`config.mk`:
```
export PLATFORM = sky130hd
export DESIGN_NAME = rtttl_note_decoder_core
export DESIGN_NICKNAME = d
export VERILOG_FILES = /design/src/hw/rtl/rnd_pkg.sv /design/src/hw/rtl/rnd_div.sv /design/src/hw/rtl/rnd_ctrl.sv /design/src/hw/rtl/rnd_datapath.sv /design/src/hw/rtl/rtttl_note_decoder_core.sv
export SDC_FILE = /design/constraint.sdc
export NUM_CORES = 1
export LEC_CHECK = 0
export BUFFER_PORTS_ARGS = -buffer_cell sky130_fd_sc_hd__buf_4
export CORE_AREA = 5 5 208 210
export DETAILED_ROUTE_END_ITERATION = 10
export DIE_AREA = 0 0 213 215
export GPL_TIMING_DRIVEN = 0
export SYNTH_ARGS = -nofsm -noshare
export SYNTH_HDL_FRONTEND = slang
export SYNTH_HIERARCHICAL = 1
export SYNTH_SLANG_ARGS = --single-unit
```
`constraint.sdc`:
```
create_clock -name clk -period 18.2 [get_ports clk]
set_input_delay 0 -clock clk [delete_from_list [all_inputs] [get_ports clk]]
set_output_delay 0 -clock clk [all_outputs]
set_load 0.02 [all_outputs]
```
`src/hw/rtl/rnd_pkg.sv`:
```
// Shared types, constants and the tone table for the ringtone note decoder.
// Used by every module of the block; no dependencies.
`default_nettype none
package rnd_pkg;

    localparam int DivW = 17;
    localparam int DvsW = 10;
    localparam logic [DivW-1:0] MinuteMs = 17'd60000;
    // (60000 / 63) * 2
    localparam logic [DivW-1:0] WholeReset = 17'd1904;

    localparam logic [2:0] RstOffset = 3'd0;
    localparam logic [6:0] RstLength = 7'd4;
    localparam logic [2:0] RstOctave = 3'd6;
    localparam logic [9:0] RstTempo  = 10'd63;

    localparam logic [1:0] CfgOffset = 2'd0;
    localparam logic [1:0] CfgLength = 2'd1;
    localparam logic [1:0] CfgOctave = 2'd2;
    localparam logic [1:0] CfgTempo  = 2'd3;

    localparam logic [11:0] ToneTable [0:84] = '{ 12'd0,
        12'd31, 12'd34, 12'd36, 12'd38, 12'd41, 12'd43, 12'd46, 12'd49, 12'd51, 12'd55,
        12'd58, 12'd61,
        12'd65, 12'd69, 12'd73, 12'd77, 12'd82, 12'd87, 12'd93, 12'd98, 12'd103,
        12'd110, 12'd117, 12'd123,
        12'd131, 12'd138, 12'd147, 12'd155, 12'd165, 12'd174, 12'd185, 12'd196,
        12'd207, 12'd220, 12'd233, 12'd247,
        12'd262, 12'd277, 12'd294, 12'd311, 12'd330, 12'd349, 12'd370, 12'd392,
        12'd415, 12'd440, 12'd466, 12'd494,
        12'd523, 12'd554, 12'd587, 12'd622, 12'd659, 12'd698, 12'd740, 12'd784,
        12'd831, 12'd880, 12'd932, 12'd988,
        12'd1047, 12'd1109, 12'd1175, 12'd1245, 12'd1319, 12'd1397, 12'd1480,
        12'd1568, 12'd1661, 12'd1760, 12'd1865, 12'd1976,
        12'd2093, 12'd2217, 12'd2349, 12'd2489, 12'd2637, 12'd2794, 12'd2960,
        12'd3136, 12'd3322, 12'd3520, 12'd3729, 12'd3951 };

    typedef struct packed {
        logic [7:0] symbol;
        logic       song_end;
    } in_item_t;

    typedef struct packed {
        logic [11:0] tone_hz;
        logic [17:0] duration_ms;
        logic        is_rest;
        logic        song_done;
    } out_item_t;

    typedef enum logic [3:0] {
        PH_NAME, PH_HDR_D, PH_D_EQ, PH_D_NUM, PH_HDR_O, PH_O_EQ, PH_O_DIG,
        PH_O_SKIP, PH_HDR_B, PH_B_EQ, PH_B_NUM, PH_TOKEN, PH_MODS, PH_AFTER_OCT
    } phase_t;

    typedef enum logic [2:0] {
        C_IDLE, C_LDW, C_DIVW, C_LDE, C_DIVE, C_FIN
    } ctrl_state_t;

    typedef struct packed {
        logic accept;
        logic div_start;
        logic div_whole;
        logic whole_load;
        logic out_load;
    } dp_cmd_t;

    typedef struct packed {
        logic step_emit;
        logic step_zero;
        logic step_whole;
        logic div_done;
        logic out_full;
    } dp_status_t;

endpackage
`default_nettype wire

```
`src/hw/rtl/rnd_div.sv`:
```
// Restoring divider, one quotient bit per cycle.
// Depends on rnd_pkg.
`default_nettype none
module rnd_div (
    input  wire logic                   clk,
    input  wire logic                   rst_n,
    input  wire logic                   start,
    input  wire logic [rnd_pkg::DivW-1:0] dividend,
    input  wire logic [rnd_pkg::DvsW-1:0] divisor,
    output logic [rnd_pkg::DivW-1:0]      quotient,
    output logic                          done
);
    import rnd_pkg::*;

    logic [DivW-1:0] quo_reg, quo_next;
    logic [DvsW-1:0] rem_reg, rem_next;
    logic [DvsW-1:0] dvs_reg, dvs_next;
    logic [4:0]      cnt_reg, cnt_next;
    logic            done_reg, done_next;
    logic [DvsW:0]   rem_sh;
    logic [DvsW:0]   diff;
    logic            ge;

    always_comb
    begin
        rem_sh    = {rem_reg, quo_reg[DivW-1]};
        diff      = rem_sh - {1'b0, dvs_reg};
        ge        = rem_sh >= {1'b0, dvs_reg};
        quo_next  = quo_reg;
        rem_next  = rem_reg;
        dvs_next  = dvs_reg;
        cnt_next  = cnt_reg;
        done_next = 1'b0;
        if (start)
        begin
            quo_next = dividend;
            rem_next = '0;
            dvs_next = divisor;
            cnt_next = 5'(DivW);
        end
        else if (cnt_reg != 5'd0)
        begin
            rem_next = ge ? diff[DvsW-1:0] : rem_sh[DvsW-1:0];
            quo_next = {quo_reg[DivW-2:0], ge};
            cnt_next = cnt_reg - 5'd1;
            done_next = cnt_reg == 5'd1;
        end
    end

    always_ff @(posedge clk or negedge rst_n)
    begin
        if (!rst_n)
        begin
            cnt_reg  <= '0;
            done_reg <= 1'b0;
        end
        else
        begin
            cnt_reg  <= cnt_next;
            done_reg <= done_next;
        end
    end

    always_ff @(posedge clk)
    begin
        quo_reg <= quo_next;
        rem_reg <= rem_next;
        dvs_reg <= dvs_next;
    end

    assign quotient = quo_reg;
    assign done     = done_reg;
endmodule
`default_nettype wire

```
`src/hw/rtl/rnd_ctrl.sv`:
```
// Controller: sequences character step, division and result load.
// Depends on rnd_pkg.
`default_nettype none
module rnd_ctrl (
    input  wire logic                clk,
    input  wire logic                rst_n,
    input  wire logic                in_valid,
    output logic                     in_ready,
    input  wire logic                out_ready,
    input  wire rnd_pkg::dp_status_t status,
    output rnd_pkg::dp_cmd_t         cmd
);
    import rnd_pkg::*;

    ctrl_state_t state_reg, state_next;

    always_ff @(posedge clk or negedge rst_n)
    begin
        if (!rst_n)
            state_reg <= C_IDLE;
        else
            state_reg <= state_next;
    end

    always_comb
    begin
        state_next = state_reg;
        cmd        = '0;
        in_ready   = 1'b0;
        case (state_reg)
            C_IDLE:
            begin
                in_ready   = 1'b1;
                cmd.accept = in_valid;
                if (in_valid)
                begin
                    if (status.step_emit && status.step_zero)
                        state_next = C_FIN;
                    else if (status.step_emit)
                        state_next = C_LDE;
                    else if (status.step_whole)
                        state_next = C_LDW;
                end
            end
            C_LDW:
            begin
                cmd.div_start = 1'b1;
                cmd.div_whole = 1'b1;
                state_next    = C_DIVW;
            end
            C_DIVW:
            begin
                cmd.div_whole = 1'b1;
                if (status.div_done)
                begin
                    cmd.whole_load = 1'b1;
                    state_next     = C_IDLE;
                end
            end
            C_LDE:
            begin
                cmd.div_start = 1'b1;
                state_next    = C_DIVE;
            end
            C_DIVE:
            begin
                if (status.div_done)
                    state_next = C_FIN;
            end
            C_FIN:
            begin
                if (!status.out_full || out_ready)
                begin
                    cmd.out_load = 1'b1;
                    state_next   = C_IDLE;
                end
            end
            default:
                state_next = C_IDLE;
        endcase
    end
endmodule
`default_nettype wire

```
`src/hw/rtl/rnd_datapath.sv`:
```
// Datapath: config registers, parser state, note lookup, divider and
// result register. Depends on rnd_pkg and rnd_div.
`default_nettype none
module rnd_datapath (
    input  wire logic               clk,
    input  wire logic               rst_n,
    input  wire rnd_pkg::in_item_t  in_data,
    input  wire logic               cfg_write,
    input  wire logic [1:0]         cfg_index,
    input  wire logic [9:0]         cfg_data,
    input  wire logic               out_ready,
    output logic                    out_valid,
    output rnd_pkg::out_item_t      out_data,
    input  wire rnd_pkg::dp_cmd_t   cmd,
    output rnd_pkg::dp_status_t     status
);
    import rnd_pkg::*;

    function automatic logic [9:0] acc_digit(input logic [9:0] a, input logic [3:0] d,
                                             input logic [9:0] lim);
        logic [13:0] s;
        s = {4'd0, a} * 14'd10 + {10'd0, d};
        return (s > {4'd0, lim}) ? lim : s[9:0];
    endfunction

    function automatic logic [3:0] letter(input logic [7:0] c);
        case (c)
            "c":     return 4'd1;
            "d":     return 4'd3;
            "e":     return 4'd5;
            "f":     return 4'd6;
            "g":     return 4'd8;
            "a":     return 4'd10;
            "b":     return 4'd12;
            default: return 4'd0;
        endcase
    endfunction

    // config
    logic [2:0] off_reg;
    logic [6:0] rlen_reg;
    logic [2:0] roct_reg;
    logic [9:0] rtmp_reg;

    // parser state
    phase_t     phase_reg, phase_next;
    logic [9:0] num_reg, num_next;
    logic [6:0] len_reg, len_next;
    logic [2:0] oct_reg, oct_next;
    logic [9:0] tmp_reg, tmp_next;
    logic [16:0] whole_reg;
    logic [3:0] note_reg, note_next;
    logic [3:0] mods_reg, mods_next;

    // latched emission
    logic [7:0]  elen_reg;
    logic [3:0]  emods_reg;
    logic [11:0] etone_reg;
    logic        erest_reg, edone_reg, ezero_reg;

    out_item_t out_reg;
    logic      oval_reg, oval_next;

    logic [7:0] c;
    logic       is_dig;
    logic [3:0] dig;
    logic       emit, zero, done_f, need_whole, tok;
    logic [3:0] emit_oct;
    logic [2:0] rank;
    logic       rank_ok;
    logic [2:0] top1;
    logic [7:0] len_eff;
    logic signed [4:0] note_s, scale_s;
    logic [2:0] scale;
    logic [6:0] idx;
    logic [7:0] idx_raw;
    logic [11:0] tone;
    logic       rest;

    logic [DivW-1:0] dividend, quotient;
    logic [DvsW-1:0] divisor;
    logic            div_done;
    logic [17:0]     dur;

    assign c      = in_data.symbol;
    assign is_dig = c >= "0" && c <= "9";
    assign dig    = 4'(c - "0");

    always_comb
    begin
        rank_ok = 1'b1;
        case (c)
            "#":     rank = 3'd0;
            "_":     rank = 3'd1;
            ".":     rank = 3'd2;
            "*":     rank = 3'd3;
            ",":     rank = 3'd5;
            default:
            begin
                rank    = 3'd4;
                rank_ok = is_dig;
            end
        endcase
        top1 = mods_reg[3] ? 3'd4 : mods_reg[2] ? 3'd3 : mods_reg[1] ? 3'd2 :
               mods_reg[0] ? 3'd1 : 3'd0;
    end

    // note lookup for the pending note
    always_comb
    begin
        emit_oct = (!in_data.song_end && phase_reg == PH_MODS && is_dig &&
                    (rank + 3'd1) > top1) ? dig : {1'b0, oct_reg};
        len_eff = (num_reg != 10'd0) ? num_reg[7:0] : {1'b0, len_reg};
        if (len_eff == 8'd0)
            len_eff = 8'd1;
        note_s = $signed({1'b0, note_reg});
        if (mods_reg[0])
            note_s = note_s + 5'sd1;
        if (mods_reg[1])
            note_s = note_s - 5'sd1;
        scale_s = $signed({1'b0, emit_oct}) + $signed({{2{off_reg[2]}}, off_reg});
        if (scale_s < 5'sd1)
            scale = 3'd1;
        else if (scale_s > 5'sd7)
            scale = 3'd7;
        else
            scale = scale_s[2:0];
        idx_raw = 8'(({5'd0, scale} - 8'd1) * 8'd12) + {3'd0, note_s};
        idx     = (idx_raw > 8'd84) ? 7'd84 : idx_raw[6:0];
        rest    = note_s <= 5'sd0;
        tone    = rest ? 12'd0 : ToneTable[idx];
    end

    // one character step
    always_comb
    begin
        phase_next = phase_reg;
        num_next   = num_reg;
        len_next   = len_reg;
        oct_next   = oct_reg;
        tmp_next   = tmp_reg;
        note_next  = note_reg;
        mods_next  = mods_reg;
        emit       = 1'b0;
        zero       = 1'b0;
        done_f     = 1'b0;
        need_whole = 1'b0;
        tok        = 1'b0;
        if (in_data.song_end)
        begin
            emit       = 1'b1;
            done_f     = 1'b1;
            zero       = phase_reg != PH_MODS;
            phase_next = PH_NAME;
            num_next   = '0;
            note_next  = '0;
            mods_next  = '0;
        end
        else
        begin
            case (phase_reg)
                PH_NAME:
                    if (c == ":")
                    begin
                        len_next   = rlen_reg;
                        oct_next   = roct_reg;
                        tmp_next   = rtmp_reg;
                        need_whole = 1'b1;
                        phase_next = PH_HDR_D;
                    end
                PH_HDR_D, PH_HDR_O, PH_HDR_B:
                    if (phase_reg == PH_HDR_D && c == "d")
                        phase_next = PH_D_EQ;
                    else if (phase_reg != PH_HDR_B && c == "o")
                        phase_next = PH_O_EQ;
                    else if (c == "b")
                        phase_next = PH_B_EQ;
                    else
                    begin
                        need_whole = 1'b1;
                        num_next   = '0;
                        phase_next = PH_TOKEN;
                        tok        = 1'b1;
                    end
                PH_D_EQ:
                begin
                    num_next   = '0;
                    phase_next = PH_D_NUM;
                end
                PH_B_EQ:
                begin
                    num_next   = '0;
                    phase_next = PH_B_NUM;
                end
                PH_D_NUM, PH_B_NUM:
                    if (is_dig)
                        num_next = acc_digit(num_reg, dig, 10'd1023);
                    else
                    begin
                        if (phase_reg == PH_D_NUM)
                        begin
                            if (num_reg != 10'd0)
                                len_next = (num_reg > 10'd127) ? 7'd127 : num_reg[6:0];
                            phase_next = PH_HDR_O;
                        end
                        else
                        begin
                            if (num_reg != 10'd0)
                                tmp_next = num_reg;
                            need_whole = 1'b1;
                            phase_next = PH_TOKEN;
                        end
                        num_next = '0;
                    end
                PH_O_EQ:
                    phase_next = PH_O_DIG;
                PH_O_DIG:
                begin
                    if (c >= "1" && c <= "7")
                        oct_next = dig[2:0];
                    phase_next = PH_O_SKIP;
                end
                PH_O_SKIP:
                    phase_next = PH_HDR_B;
                PH_TOKEN:
                    tok = 1'b1;
                PH_AFTER_OCT:
                begin
                    phase_next = PH_TOKEN;
                    tok        = c != ",";
                end
                PH_MODS:
                    if (rank_ok && (rank + 3'd1) > top1 && rank < 3'd4)
                        mods_next = mods_reg | (4'd1 << rank[1:0]);
                    else
                    begin
                        emit       = 1'b1;
                        num_next   = '0;
                        note_next  = '0;
                        mods_next  = '0;
                        phase_next = PH_TOKEN;
                        if (rank_ok && (rank + 3'd1) > top1)
                        begin
                            if (rank == 3'd4)
                                phase_next = PH_AFTER_OCT;
                        end
                        else
                            tok = 1'b1;
                    end
                default:
                    phase_next = PH_NAME;
            endcase
            if (tok)
            begin
                if (is_dig)
                    num_next = acc_digit(num_next, dig, 10'd255);
                else
                begin
                    note_next  = letter(c);
                    mods_next  = '0;
                    phase_next = PH_MODS;
                end
            end
        end
    end

    always_ff @(posedge clk or negedge rst_n)
    begin
        if (!rst_n)
        begin
            off_reg   <= RstOffset;
            rlen_reg  <= RstLength;
            roct_reg  <= RstOctave;
            rtmp_reg  <= RstTempo;
            phase_reg <= PH_NAME;
            num_reg   <= '0;
            len_reg   <= RstLength;
            oct_reg   <= RstOctave;
            tmp_reg   <= RstTempo;
            whole_reg <= WholeReset;
            note_reg  <= '0;
            mods_reg  <= '0;
            oval_reg  <= 1'b0;
        end
        else
        begin
            if (cfg_write)
            begin
                case (cfg_index)
                    CfgOffset: off_reg  <= cfg_data[2:0];
                    CfgLength: rlen_reg <= cfg_data[6:0];
                    CfgOctave: roct_reg <= cfg_data[2:0];
                    CfgTempo:  rtmp_reg <= cfg_data;
                    default:   rtmp_reg <= rtmp_reg;
                endcase
            end
            if (cmd.accept)
            begin
                phase_reg <= phase_next;
                num_reg   <= num_next;
                len_reg   <= len_next;
                oct_reg   <= oct_next;
                tmp_reg   <= tmp_next;
                note_reg  <= note_next;
                mods_reg  <= mods_next;
            end
            if (cmd.whole_load)
                whole_reg <= {quotient[DivW-2:0], 1'b0};
            oval_reg <= oval_next;
        end
    end

    always_ff @(posedge clk)
    begin
        if (cmd.accept)
        begin
            elen_reg  <= len_eff;
            emods_reg <= mods_reg;
            etone_reg <= zero ? 12'd0 : tone;
            erest_reg <= zero ? 1'b0 : rest;
            edone_reg <= done_f;
            ezero_reg <= zero;
        end
        if (cmd.out_load)
        begin
            out_reg.tone_hz     <= etone_reg;
            out_reg.duration_ms <= ezero_reg ? 18'd0 : dur;
            out_reg.is_rest     <= erest_reg;
            out_reg.song_done   <= edone_reg;
        end
    end

    assign oval_next = cmd.out_load | (oval_reg & ~out_ready);

    always_comb
    begin
        if (cmd.div_whole)
        begin
            dividend = MinuteMs;
            divisor  = (tmp_reg == 10'd0) ? 10'd1 : tmp_reg;
        end
        else
        begin
            dividend = whole_reg;
            divisor  = {2'd0, elen_reg};
        end
    end

    rnd_div u_div (
        .clk      (clk),
        .rst_n    (rst_n),
        .start    (cmd.div_start),
        .dividend (dividend),
        .divisor  (divisor),
        .quotient (quotient),
        .done     (div_done)
    );

    // dotted adds half, star adds an eighth of a whole note
    assign dur = {1'b0, quotient}
               + (emods_reg[2] ? {2'd0, quotient[DivW-1:1]} : 18'd0)
               + (emods_reg[3] ? {4'd0, whole_reg[16:3]} : 18'd0);

    assign status.step_emit  = emit;
    assign status.step_zero  = zero;
    assign status.step_whole = need_whole;
    assign status.div_done   = div_done;
    assign status.out_full   = oval_reg;

    assign out_valid = oval_reg;
    assign out_data  = out_reg;
endmodule
`default_nettype wire

```
`src/hw/rtl/rtttl_note_decoder_core.sv`:
```
// Top level of the ringtone note decoder: controller plus datapath.
// Depends on rnd_pkg, rnd_ctrl, rnd_datapath, rnd_div.
//
// Takes one song character per request and gives at most one note result
// per character. A character that only moves the parser needs no division;
// one that sets the tempo or ends a song name runs the shared bit-serial
// divider for the whole note from the tempo, and one that finishes a note
// runs it for the duration from the length. Characters are handled one at
// a time; a finished result waits in the output register while the next
// character is taken. Length, octave and tempo writes take effect at the
// next ':' ending a song name; an offset write applies to the next note.
`default_nettype none
module rtttl_note_decoder_core (
    input  wire logic               clk,
    input  wire logic               rst_n,
    input  wire logic               in_valid,
    output logic                    in_ready,
    input  wire rnd_pkg::in_item_t  in_data,
    output logic                    out_valid,
    input  wire logic               out_ready,
    output rnd_pkg::out_item_t      out_data,
    input  wire logic               cfg_valid,
    output logic                    cfg_ready,
    input  wire logic [1:0]         cfg_index,
    input  wire logic [9:0]         cfg_data
);
    import rnd_pkg::*;

    dp_cmd_t    cmd;
    dp_status_t status;

    assign cfg_ready = 1'b1;

    rnd_ctrl u_ctrl (
        .clk       (clk),
        .rst_n     (rst_n),
        .in_valid  (in_valid),
        .in_ready  (in_ready),
        .out_ready (out_ready),
        .status    (status),
        .cmd       (cmd)
    );

    rnd_datapath u_dp (
        .clk       (clk),
        .rst_n     (rst_n),
        .in_data   (in_data),
        .cfg_write (cfg_valid & cfg_ready),
        .cfg_index (cfg_index),
        .cfg_data  (cfg_data),
        .out_ready (out_ready),
        .out_valid (out_valid),
        .out_data  (out_data),
        .cmd       (cmd),
        .status    (status)
    );

    // a stalled result holds still
    a_out_hold: assert property (@(posedge clk) disable iff (!rst_n)
        out_valid && !out_ready |=> out_valid && $stable(out_data))
        else $error("result changed while stalled");

    a_rest_silent: assert property (@(posedge clk) disable iff (!rst_n)
        out_valid && out_data.is_rest |-> out_data.tone_hz == 12'd0)
        else $error("rest with a tone");

    a_dur_range: assert property (@(posedge clk) disable iff (!rst_n)
        out_valid |-> out_data.duration_ms <= 18'd195000)
        else $error("duration out of range");
endmodule
`default_nettype wire
```
* Word-level counts from Yosys, hierarchy flattened
Memories as Yosys holds them, arrays and structs flattened. A register that Yosys moved wholly into a read port is not among the register bits.
Cells that the tools add are included.
Widths: inputs -> output; s select.
** Storage, ports and cells
- Memory bits (read-only) :: 1536
- Memories kept :: 1
- Bits of input ports :: 26
- Output and inout port bits :: 35
- Register bits :: 175
- Logic and storage cells :: 266
** Memories
- (no name shown) :: depth 128, bits a word 12, rd ports 1, clocked after memory_dff 1, wr ports 0, RTL line rnd_datapath.sv:131 : tone = rest ? 12'd0 : ToneTable[idx];
** Operators by class
- Multipliers :: 3
- $lt $le $gt $ge :: 14
- Equal/unequal tests :: 51
- $add $sub $neg :: 13
- Reduce and logical (&&, ||, !) cells :: 39
- Shifts and indexed selects :: 1
- Bitwise operators :: 7
- Multiplexer cells :: 108
** Operators by type and width (count)
- $mux 10 :: 16
- $mux 4 :: 21
- $eq 8x7->1 const B :: 9
- $mux 17 :: 3
- $mux 3 :: 15
- $pmux 4 s11 :: 1
- $mux 7 :: 6
- $eq 8x6->1 const B :: 5
- $pmux 10 s4 :: 1
- $add 14x4->14 :: 2
- $pmux 4 s7 :: 1
- $mux 1 :: 27
- $mul 10x3->13 const B :: 2
- $eq 4x4->1 const B :: 6
- $mux 8 :: 3
- $mux 5 :: 4
- $pmux 10 s2 :: 1
- $add 17x18->18 :: 1
- $add 18x18->18 :: 1
- $pmux 3 s6 :: 1
- $eq 4x3->1 const B :: 4
- $ge 8x6->1 const B :: 2
- $le 8x6->1 const B :: 2
- $mux 16 :: 1
- other kinds (63) :: 101

* Longest topological paths before layout
Gate-level depths: netlist (run 1).
- Depth after elaboration :: 17
- Gate-level depth with buffers :: 44
- Gate-level depth less buffers :: 41

* Modules after synthesis
The synthesis (run 1) kept the hierarchy.
** Modules (own cells, without submodules)
- rnd_datapath :: cells an instance 1249, area an instance 11559.8 µm², instances 1, seq. area each 3793.6 µm²
- rnd_div :: cells an instance 205, area an instance 2314.7 µm², instances 1, seq. area each 1161.1 µm²
- rnd_ctrl :: cells an instance 34, area an instance 296.5 µm², instances 1, seq. area each 75.1 µm²
- rtttl_note_decoder_core :: cells an instance 2, area an instance 11.3 µm², instances 1, seq. area each 0.0 µm²

* Worst setup path before layout (run 1)
No wires, ideal clock.
- Kind :: input to register
- Start :: input port in_data[1] (netlist bit)
- End :: register u_dp.etone_reg[6] (data pin)
- Setup time :: 0.255 ns
- Path buffers :: 4
- Cell stages on the path :: 42
- Path slack :: 10.124 ns
- Arrival time :: 7.821 ns
- Required time :: 17.945 ns
- Path through :: clkbuf_1 -> nor2_1 -> o2bb2ai_1 -> a22oi_1 -> nand2b_1 -> inv_1 -> ha_1 -> xnor2_1 -> ha_1 -> nand3_1 -> o221ai_1 -> nor2_1 -> nand3b_1 -> o21ai_0 -> ha_1 -> inv_1 -> fa_1 -> nor2b_1 -> (+6 left out) -> xnor2_1 -> fa_1 -> ha_1 -> nor2b_1 -> or4_4 -> and2_4 -> buf_6 -> o311ai_1 -> buf_2 -> and2_1 -> inv_1 -> ha_1 -> clkbuf_1 -> nand2_1 -> o21ai_2 -> and3_1 -> or4_1 -> a31o_1
** Between the ends
- Longest elaborated chain between the ends :: 16
- Elaborated cells between the ends (all ways) :: 26
- Classes of those cells :: 5 x add/sub; 1 x mul; 6 x order compare; 5 x eq/ne; 5 x mux; 1 x bitwise; 3 x reduce/logical
** RTL lines
- start: declaration :: RTL line rtttl_note_decoder_core.sv:18 : input wire rnd_pkg::in_item_t in_data,
- $eq 8x6->1 or $eq 8x7->1 (tied branches) :: RTL line rnd_datapath.sv:92 : case (c)
- $pmux 3 s5 :: RTL line rnd_datapath.sv:92
- $add 3x1->3 :: RTL line rnd_datapath.sv:112 : (rank + 3'd1) > top1) ? dig : {1'b0, oct_reg};
- $gt 3x3->1 :: RTL line rnd_datapath.sv:112
- $logic_and 1x1->1 :: RTL line rnd_datapath.sv:111 : emit_oct = (!in_data.song_end && phase_reg == PH_MODS && is_dig &&
- $mux 4 (*) :: RTL line rnd_datapath.sv:112
- $add 5x3->5 (*) :: RTL line rnd_datapath.sv:121 : scale_s = $signed({1'b0, emit_oct}) + $signed({{2{off_reg[2]}}, off_reg});
- $gt 5x4->1 :: RTL line rnd_datapath.sv:124 : else if (scale_s > 5'sd7)
- $mux 3 :: RTL line rnd_datapath.sv:124
- $mux 3 (*) :: RTL line rnd_datapath.sv:122 : if (scale_s < 5'sd1)
- $sub 3x1->4 (*) :: RTL line rnd_datapath.sv:128 : idx_raw = 8'(({5'd0, scale} - 8'd1) * 8'd12) + {3'd0, note_s};
- $mul 8x2->6 (*) :: RTL line rnd_datapath.sv:128
- $add 8x5->8 (*) :: RTL line rnd_datapath.sv:128
- $gt 8x7->1 :: RTL line rnd_datapath.sv:129 : idx = (idx_raw > 8'd84) ? 7'd84 : idx_raw[6:0];
- $mux 7 (*) :: RTL line rnd_datapath.sv:129
- $not 7->8 (implied by the code) (*) :: RTL line rnd_datapath.sv:131
- end: declaration :: RTL line rnd_datapath.sv:58 : logic [11:0] etone_reg;
Every way passes the cells marked *; elsewhere a longest branch is shown, timed or not.
A chain may end at the register's enable or synchronous reset.

* Final worst setup path (run 1)
- Start :: input port in_data[1] (netlist bit)
- End :: register u_dp.etone_reg[1] (data pin)
Same word-level chain as after synthesis.

==> summary.md, run 1 <==
| Metric | Value |
|---|---|
| LEAKAGE | `6.77 nW` |
| Worst R2R Path Depth | `36` |
| Post-DP HPWL | `28700 um` |
| Global-route wire length before repair | `62600 um` |
| Avg Cell Area, Syn | `9.52 um2` |
| Post-route ant nets | `0` |
| R2r endpoint | `u_dp/etone_reg[1]` |
| Tightest Hold Check Type | `primary input to flip-flop` |
| GR Util met2 | `27.3%` |
| Drt drc | `0` |
| Number of synthesized flops with an enable pin | `84` |
| Post-Place Cell Area | `15300 um2` |
| Critical path class | `primary input to flip-flop` |
| Largest net degree at the start of global routing | `92` |
| Via count | `11.8k` |
| Die Y | `215 um` |
| Final Cycle Share | `58.3%` |
| Cell depth of the worst hold path | `4` |
| Main synth FF type | `edfxtp_1` |
| Cells after synthesis | `1490` |
| Grt total ovfl | `0` |
| Nets@finish | `1738` |
| Hold_ws | `0.0249 ns` |
| Vias in the first global route | `11.7k` |
| Max Clk Rate | `94.2 MHz` |
| Die ar. | `45800 um2` |
| Post-Layout Cell Count | `2142` |
| Post-synthesis compound-gate area fraction | `19.4%` |
| Reg2reg setup slack | `8.43 ns` |
| Worst Clk Skew | `0.0136 ns` |
| Cell Pwr Density | `144 nW/um2` |
| Critical path launch point | `in_data[1]` |
| Asr flop ratio synth | `49.2%` |
| CP max stage cell | `o311ai_1` |
| Status | `finished, final reports clean` |
| Initial antenna violation count | `0` |
| Worst Path Max Fanout | `10` |
| Distinct cells, synth | `114` |
| Mux cell area share after synthesis | `6.68%` |
| Max Cap Viol | `0` |
| Worst EP arrival | `10.80 ns` |
| Number of synthesized register bits | `185` |
| Synth Area in Simple Gates | `18.3%` |
| Fin crit period | `10.62 ns` |
| Antenna diodes | `0` |
| Origin of the critical flop-to-flop path | `u_dp/mods_reg[1]` |
| Total Wirelength | `38400 um` |
| Max VDD drop | `0.0791 mV` |
| Starting Density | `34.3%` |
| Clk_lat worst skew | `0.45 ns` |
| Sequential area share after synthesis | `35.5%` |
| Max Buffers Root-to-Sink | `2` |
| CP endpoint | `u_dp/etone_reg[1]` |
| Met1 Use GR | `23.0%` |
| Clock sinks | `185` |
| Share of layout cells above drive strength 1 | `16.2%` |
| Vias per inst | `5.52` |
| Largest family of logic cells by synthesized area | `compound AO/OA/AOI/OAI gates` |
| Starting DRC count in detailed routing | `783` |
| Synth Area in XOR/XNOR | `3.26%` |
| Required @ worst endpoint | `18.38 ns` |
| Row count | `75` |
| H-tree depth | `4` |
| Met3 Usage GRT | `2.57%` |
| Post-Syn Area | `14200 um2` |
| Total power | `2.32 mW` |
| DR WL/cell | `17.9 um` |
| Final Hold Viols | `0` |
| Cts bufs inserted | `17` |
| Io pins | `61` |
| Chip Width | `213 um` |
| PortBufs | `59` |
| Routability cong. | `0.937` |
| Placed cell count | `2090` |
| Crit. End Element | `flip-flop` |
| Fillcell total | `4082` |
| Most Crowded Layer GR | `met2` |
| Clock-pin slew on the worst setup and hold paths | `0.08 ns` |
| Crit start category | `primary input` |
| GRT Overall Usage | `16.8%` |
| Root buf cell | `clkbuf_16` |
| Largest register FFs | `32` |
| CTS tree | `built` |
| Yosys warns | `6` |
| Max Slew Vio Count | `0` |
| Design area | `16100 um2` |
| Area grow syn2layout | `13.6%` |
| Max-slew headroom | `12.2%` |
| Crit path top cell by count | `ha_1` |
| Worst slew pin tran | `1.32 ns` |
| Final setup TNS | `0 ns` |
| Final setup fails | `0` |
| Core area | `41400 um2` |
| Adder-cell area share of the yosys netlist | `12.1%` |
| DRT Pass-1 Iters | `6` |
| RSZ-0062 raised after global routing | `false` |
| Critical path's largest stage delay | `0.72 ns` |
==> final cells by class <==
cell class,instances,area (um2),area share [%]
Clock buffer,17,425,2.64
Inverter,78,293,1.82
Buffer,80,385,2.39
Clock inverter,15,153,0.948
Sequential cell,185,5030,31.2
Multi-Input combinational cell,1148,8490,52.7
Timing Repair Buffer,80,663,4.12
Tap cell,539,674,4.19
==> worst min-delay path by stage <==
| stage | from | endpoint | slack [ns] |
|---|---|---|---|
| global placement | in_data[0] | u_dp/edone_reg | 0.23 |
| finish | in_data[8] | u_dp/mods_reg[1] | 0.02 |
| global route | cfg_valid | u_dp/roct_reg[0] | 0.02 |
| detailed placement | in_data[0] | u_dp/edone_reg | 0.23 |
| floorplan | rst_n | u_ctrl/state_reg[0] | -0.30 |
| CTS | in_data[8] | u_dp/mods_reg[1] | 0.0006 |
==> synth_stat cells (all sizes together) (7+ instances only) <==
| cell | instances | area share [%] |
|---|---|---|
| o21ai | 81 | 3.0 |
| mux2i | 17 | 1.2 |
| clkbuf | 52 | 1.4 |
| dfxtp | 10 | 1.4 |
| mux2 | 67 | 5.3 |
| a22oi | 9 | 0.48 |
| o311ai | 9 | 0.73 |
| nand3b | 7 | 0.37 |
| or2 | 17 | 0.77 |
| a31oi | 27 | 1.3 |
| a21oi | 70 | 2.5 |
| o22ai | 8 | 0.40 |
| xor2 | 20 | 1.2 |
| o21a | 12 | 0.64 |
| nand3 | 28 | 0.99 |
| nand4 | 14 | 0.62 |
| a211oi | 28 | 1.5 |
| edfxtp | 84 | 18 |
| dfstp | 24 | 4.4 |
| nor3 | 42 | 1.6 |
| nand2 | 121 | 3.2 |
| o31ai | 12 | 0.77 |
| inv | 77 | 2.0 |
| xnor2 | 31 | 2.0 |
| o211ai | 14 | 0.74 |
| ha | 98 | 8.6 |
| a31o | 7 | 0.43 |
| nand2b | 13 | 0.57 |
| nor4 | 9 | 0.44 |
| a21o | 28 | 1.5 |
| nor2b | 25 | 1.1 |
| o221ai | 10 | 0.62 |
| a2111oi | 7 | 0.57 |
| and2 | 41 | 1.8 |
| fa | 24 | 3.4 |
| buf | 28 | 1.3 |
| dfrtp | 67 | 12 |
| and3 | 15 | 0.70 |
| nor2 | 129 | 3.4 |
==> where the power goes <==
| part | internal (mW) | leakage (nW) | total [mW] | switching [mW] |
|---|---|---|---|---|
| clock network | 0.183 | 0.286 | 0.369 | 0.185 |
| logic | 0.501 | 4.47 | 1.27 | 0.768 |
| registers | 0.601 | 2.02 | 0.682 | 0.0818 |
| total | 1.28 | 6.77 | 2.32 | 1.03 |
==> worst max-delay path: cells and delay by family <==
| family | cells | cell delay (ns) |
|---|---|---|
| xor gates and xnor gates | 4 | 0.84 |
| buffers and inverters | 10 | 2.59 |
| AOI/OAI and AO/OA | 9 | 2.47 |
| adders and majority gates | 8 | 2.60 |
| and+or+nand+nor | 11 | 2.28 |
==> repair_timing <==
| action | 4_1_cts | 5_1_grt |
|---|---|---|
| buffers inserted | 0 | 0 |
| hold endpoints to repair | 95 | 0 |
| resized for setup | 0 | 0 |
| hold buffers | 20 | 0 |
| endpoints found under the setup margin | 0 | 0 |
==> metal layers <==
metal | wire length (um) | vias up
li1 | - | 5700
met1 | 17500 | 5750
met2 | 18100 | 310
met3 | 1970 | 54
met4 | 832 | 0
met5 | 0 | -
==> kinds of logic after synthesis <==
kind of cell | Yosys count
DFF | 185
muxes | 85
xor gates and xnor gates | 51
AOI/OAI and AO/OA | 383
adders and majority gates | 123
and+or+nand+nor | 503
buffers and inverters | 158
other | 2
==> cell usage in the layout (no fill, tap or decap), types with 17 or more instances in the layout <==
master,instances
a211oi_1,28
a21o_1,28
a21oi_1,69
a31oi_1,26
and2_1,39
buf_4,67
clkbuf_1,52
clkbuf_16,17
dfrtp_1,67
dfstp_2,24
dlygate4sd3_1,20
edfxtp_1,84
fa_1,24
ha_1,98
inv_1,76
mux2_2,67
mux2i_1,17
nand2_1,120
nand3_1,28
nor2_1,127
nor2b_1,25
nor3_1,41
o21ai_0,72
xnor2_1,29
xor2_1,20
==> stage by stage <==
step | setup WS [ns] | util (%)
2_1_floorplan | 10.12 | -
3_3_place_gp | 7.99 | 37.0
3_5_place_dp | 7.92 | 37.0
4_1_cts | 7.84 | 38.9
5_1_grt | 6.93 | 38.9
6_report | 7.58 | 38.9
Note: power is estimated with default switching activity, not from simulation.
==> inputs of run 2 (changes only) <==
==> constraint.sdc (replaced) <==
create_clock -name clk -period 8.85 [get_ports clk]
set_input_delay 0 -clock clk [delete_from_list [all_inputs] [get_ports clk]]
set_output_delay 0 -clock clk [all_outputs]
set_load 0.02 [all_outputs]
==> summary.md, run 2 (synthesis gave the netlist of run 1 again) <==
| Metric | Value |
|---|---|
| Status | `finished, final reports clean` |
| Fillcell total | `4079` |
| Die Y | `215 um` |
| Worst EP arrival | `8.53 ns` |
| Max Slew Vio Count | `0` |
| GRT Overall Usage | `16.8%` |
| CP top delay family | `simple AND/OR/NAND/NOR gates` |
| Tightest Hold Check Type | `primary input to flip-flop` |
| Reg2reg setup slack | `0.67 ns` |
| Cell Pwr Density | `297 nW/um2` |
| Design area | `16200 um2` |
| Max Buffers Root-to-Sink | `2` |
| Origin of the critical flop-to-flop path | `u_dp/mods_reg[1]` |
| Grt total ovfl | `0` |
| Final setup fails | `0` |
| Hold path startpoint | `in_data[8]` |
| Chip Width | `213 um` |
| DRT Pass-1 Iters | `7` |
| Clock sinks | `185` |
| Worst slew pin tran | `1.32 ns` |
| Critical path's largest stage delay | `0.50 ns` |
| Post-route ant nets | `0` |
| Worst Clk Skew | `0.0144 ns` |
| Seq. cell area | `5030 um2` |
| LEAKAGE | `6.81 nW` |
| Post-DP HPWL | `28700 um` |
| R2r endpoint | `u_dp/etone_reg[6]` |
| Final Cycle Share | `94.1%` |
| Max Cap Viol | `0` |
| Most common cell after layout, fill and taps aside | `nor2_1` |
| Critical path class | `primary input to flip-flop` |
| Root buf cell | `clkbuf_16` |
| Total Wirelength | `38400 um` |
| Final WS setup | `0.523 ns` |
| Largest register FFs | `32` |
| Cell depth of the worst hold path | `4` |
| DR WL/cell | `17.9 um` |
| Area grow syn2layout | `14.5%` |
| Global-route wire length before repair | `62700 um` |
| CTS tree | `built` |
| Cts bufs inserted | `17` |
| Leading cell types in the layout, fill and taps excluded | `nor2_1, nand2_1, ha_1` |
| Max-slew headroom | `12.3%` |
| Worst Path Max Fanout | `10` |
| Clock-pin slew on the worst setup and hold paths | `0.08 ns` |
| Crit path top cell by count | `ha_1` |
| Vias per inst | `5.49` |
| Drt drc | `0` |
| Crit start category | `primary input` |
| H-tree depth | `4` |
| Required @ worst endpoint | `9.06 ns` |
| Share of layout cells above drive strength 1 | `17.6%` |
| Vias in the first global route | `11.7k` |
| Row count | `75` |
| Via count | `11.8k` |
| Die ar. | `45800 um2` |
| Nets@finish | `1740` |
| Starting Density | `34.3%` |
| Buf/Inv on CP | `7` |
| CP max stage cell | `or4_1` |
| Final Hold Viols | `0` |
| Max VDD drop | `0.162 mV` |
| Fin crit period | `8.33 ns` |
| Area of the multi-input gates | `8580 um2` |
| Core area | `41400 um2` |
| Max Clk Rate | `120 MHz` |
| Clk_lat worst skew | `0.45 ns` |
| Antenna diodes | `0` |
| Crit. End Element | `flip-flop` |
| Initial antenna violation count | `0` |
| Routability cong. | `0.937` |
| Worst R2R Path Depth | `35` |
| Post-Place Cell Area | `15300 um2` |
| Worst Hold Path EP | `u_dp/mods_reg[1]` |
| Largest net degree at the start of global routing | `92` |
| PortBufs | `59` |
| Setup WS pre-CTS | `-1.43 ns` |
| Starting DRC count in detailed routing | `861` |
| Io pins | `61` |
-- run 2: worst max-delay path by stage --
stage | start | endpoint | depth (start not counted)
global placement | in_data[1] | u_dp/etone_reg[1] | 41
global route | in_data[3] | u_dp/etone_reg[6] | 43
finish | in_data[3] | u_dp/etone_reg[6] | 41
detailed placement | in_data[1] | u_dp/etone_reg[1] | 41
floorplan | in_data[1] | u_dp/etone_reg[6] | 42
CTS | in_data[8] | u_dp/etone_reg[6] | 43
-- run 2: power breakdown --
group / leakage, nW / switching (mW) / internal [mW]
clock network: 0.286 / 0.380 / 0.377
registers: 2.02 / 0.168 / 1.24
logic: 4.50 / 1.60 / 1.07
total: 6.81 / 2.15 / 2.68
-- run 2: final cells by class --
| cell class | instances | area share, % |
|---|---|---|
| multi-input combinational | 1148 | 52.8 |
| sequential | 185 | 31.0 |
| timing repair buffer | 86 | 4.36 |
| inverter | 78 | 1.80 |
| clock buffer | 17 | 2.62 |
| buffer | 76 | 2.34 |
| tap | 539 | 4.15 |
| clock inverter | 15 | 0.940 |
-- run 2: per-stage QoR --
stage | hold slack (ns) | util (%) | setup TNS, ns | instances | power, mW
floorplan | -0.296 | - | 0 | 1491 | 3.28
global placement | 0.233 | 37.0 | -12.02 | 2089 | 3.96
detailed placement | 0.231 | 37.0 | -13.36 | 2090 | 3.98
CTS | 0.000617 | 39.0 | 0 | 2141 | 4.78
global route | 0.0192 | 39.2 | -0.00587 | 2144 | 5.16
finish | 0.0254 | 39.2 | 0 | 2144 | 4.83
-- run 2: what timing repair did --
item | in CTS | in global routing
endpoints found under the hold margin | 95 | 0
hold buffers | 20 | 0
endpoints found under the setup margin | 12 | 12
cloned | 0 | 0
setup buffers | 1 | 5
gates resized for setup | 12 | 18
pin swaps | 1 | 3
-- run 2: metal layers --
metal | global-route usage, % | up-vias | share of wire, %
li1 | - | 5694 | -
met1 | 22.9 | 5720 | 46
met2 | 27.5 | 317 | 47
met3 | 2.55 | 50 | 4.6
met4 | 5.08 | 0 | 2.1
met5 | 0 | - | 0
-- run 2: worst reg2reg max path, delay by kind of cell, from the launching register on --
kind / cells / cell delay [ns]
adders and majority gates: 7 / 2.18
and+or+nand+nor: 13 / 2.94
xor gates and xnor gates: 2 / 0.41
DFF: 1 / 0.32
buffers and inverters: 6 / 0.96
AOI/OAI and AO/OA: 7 / 1.12
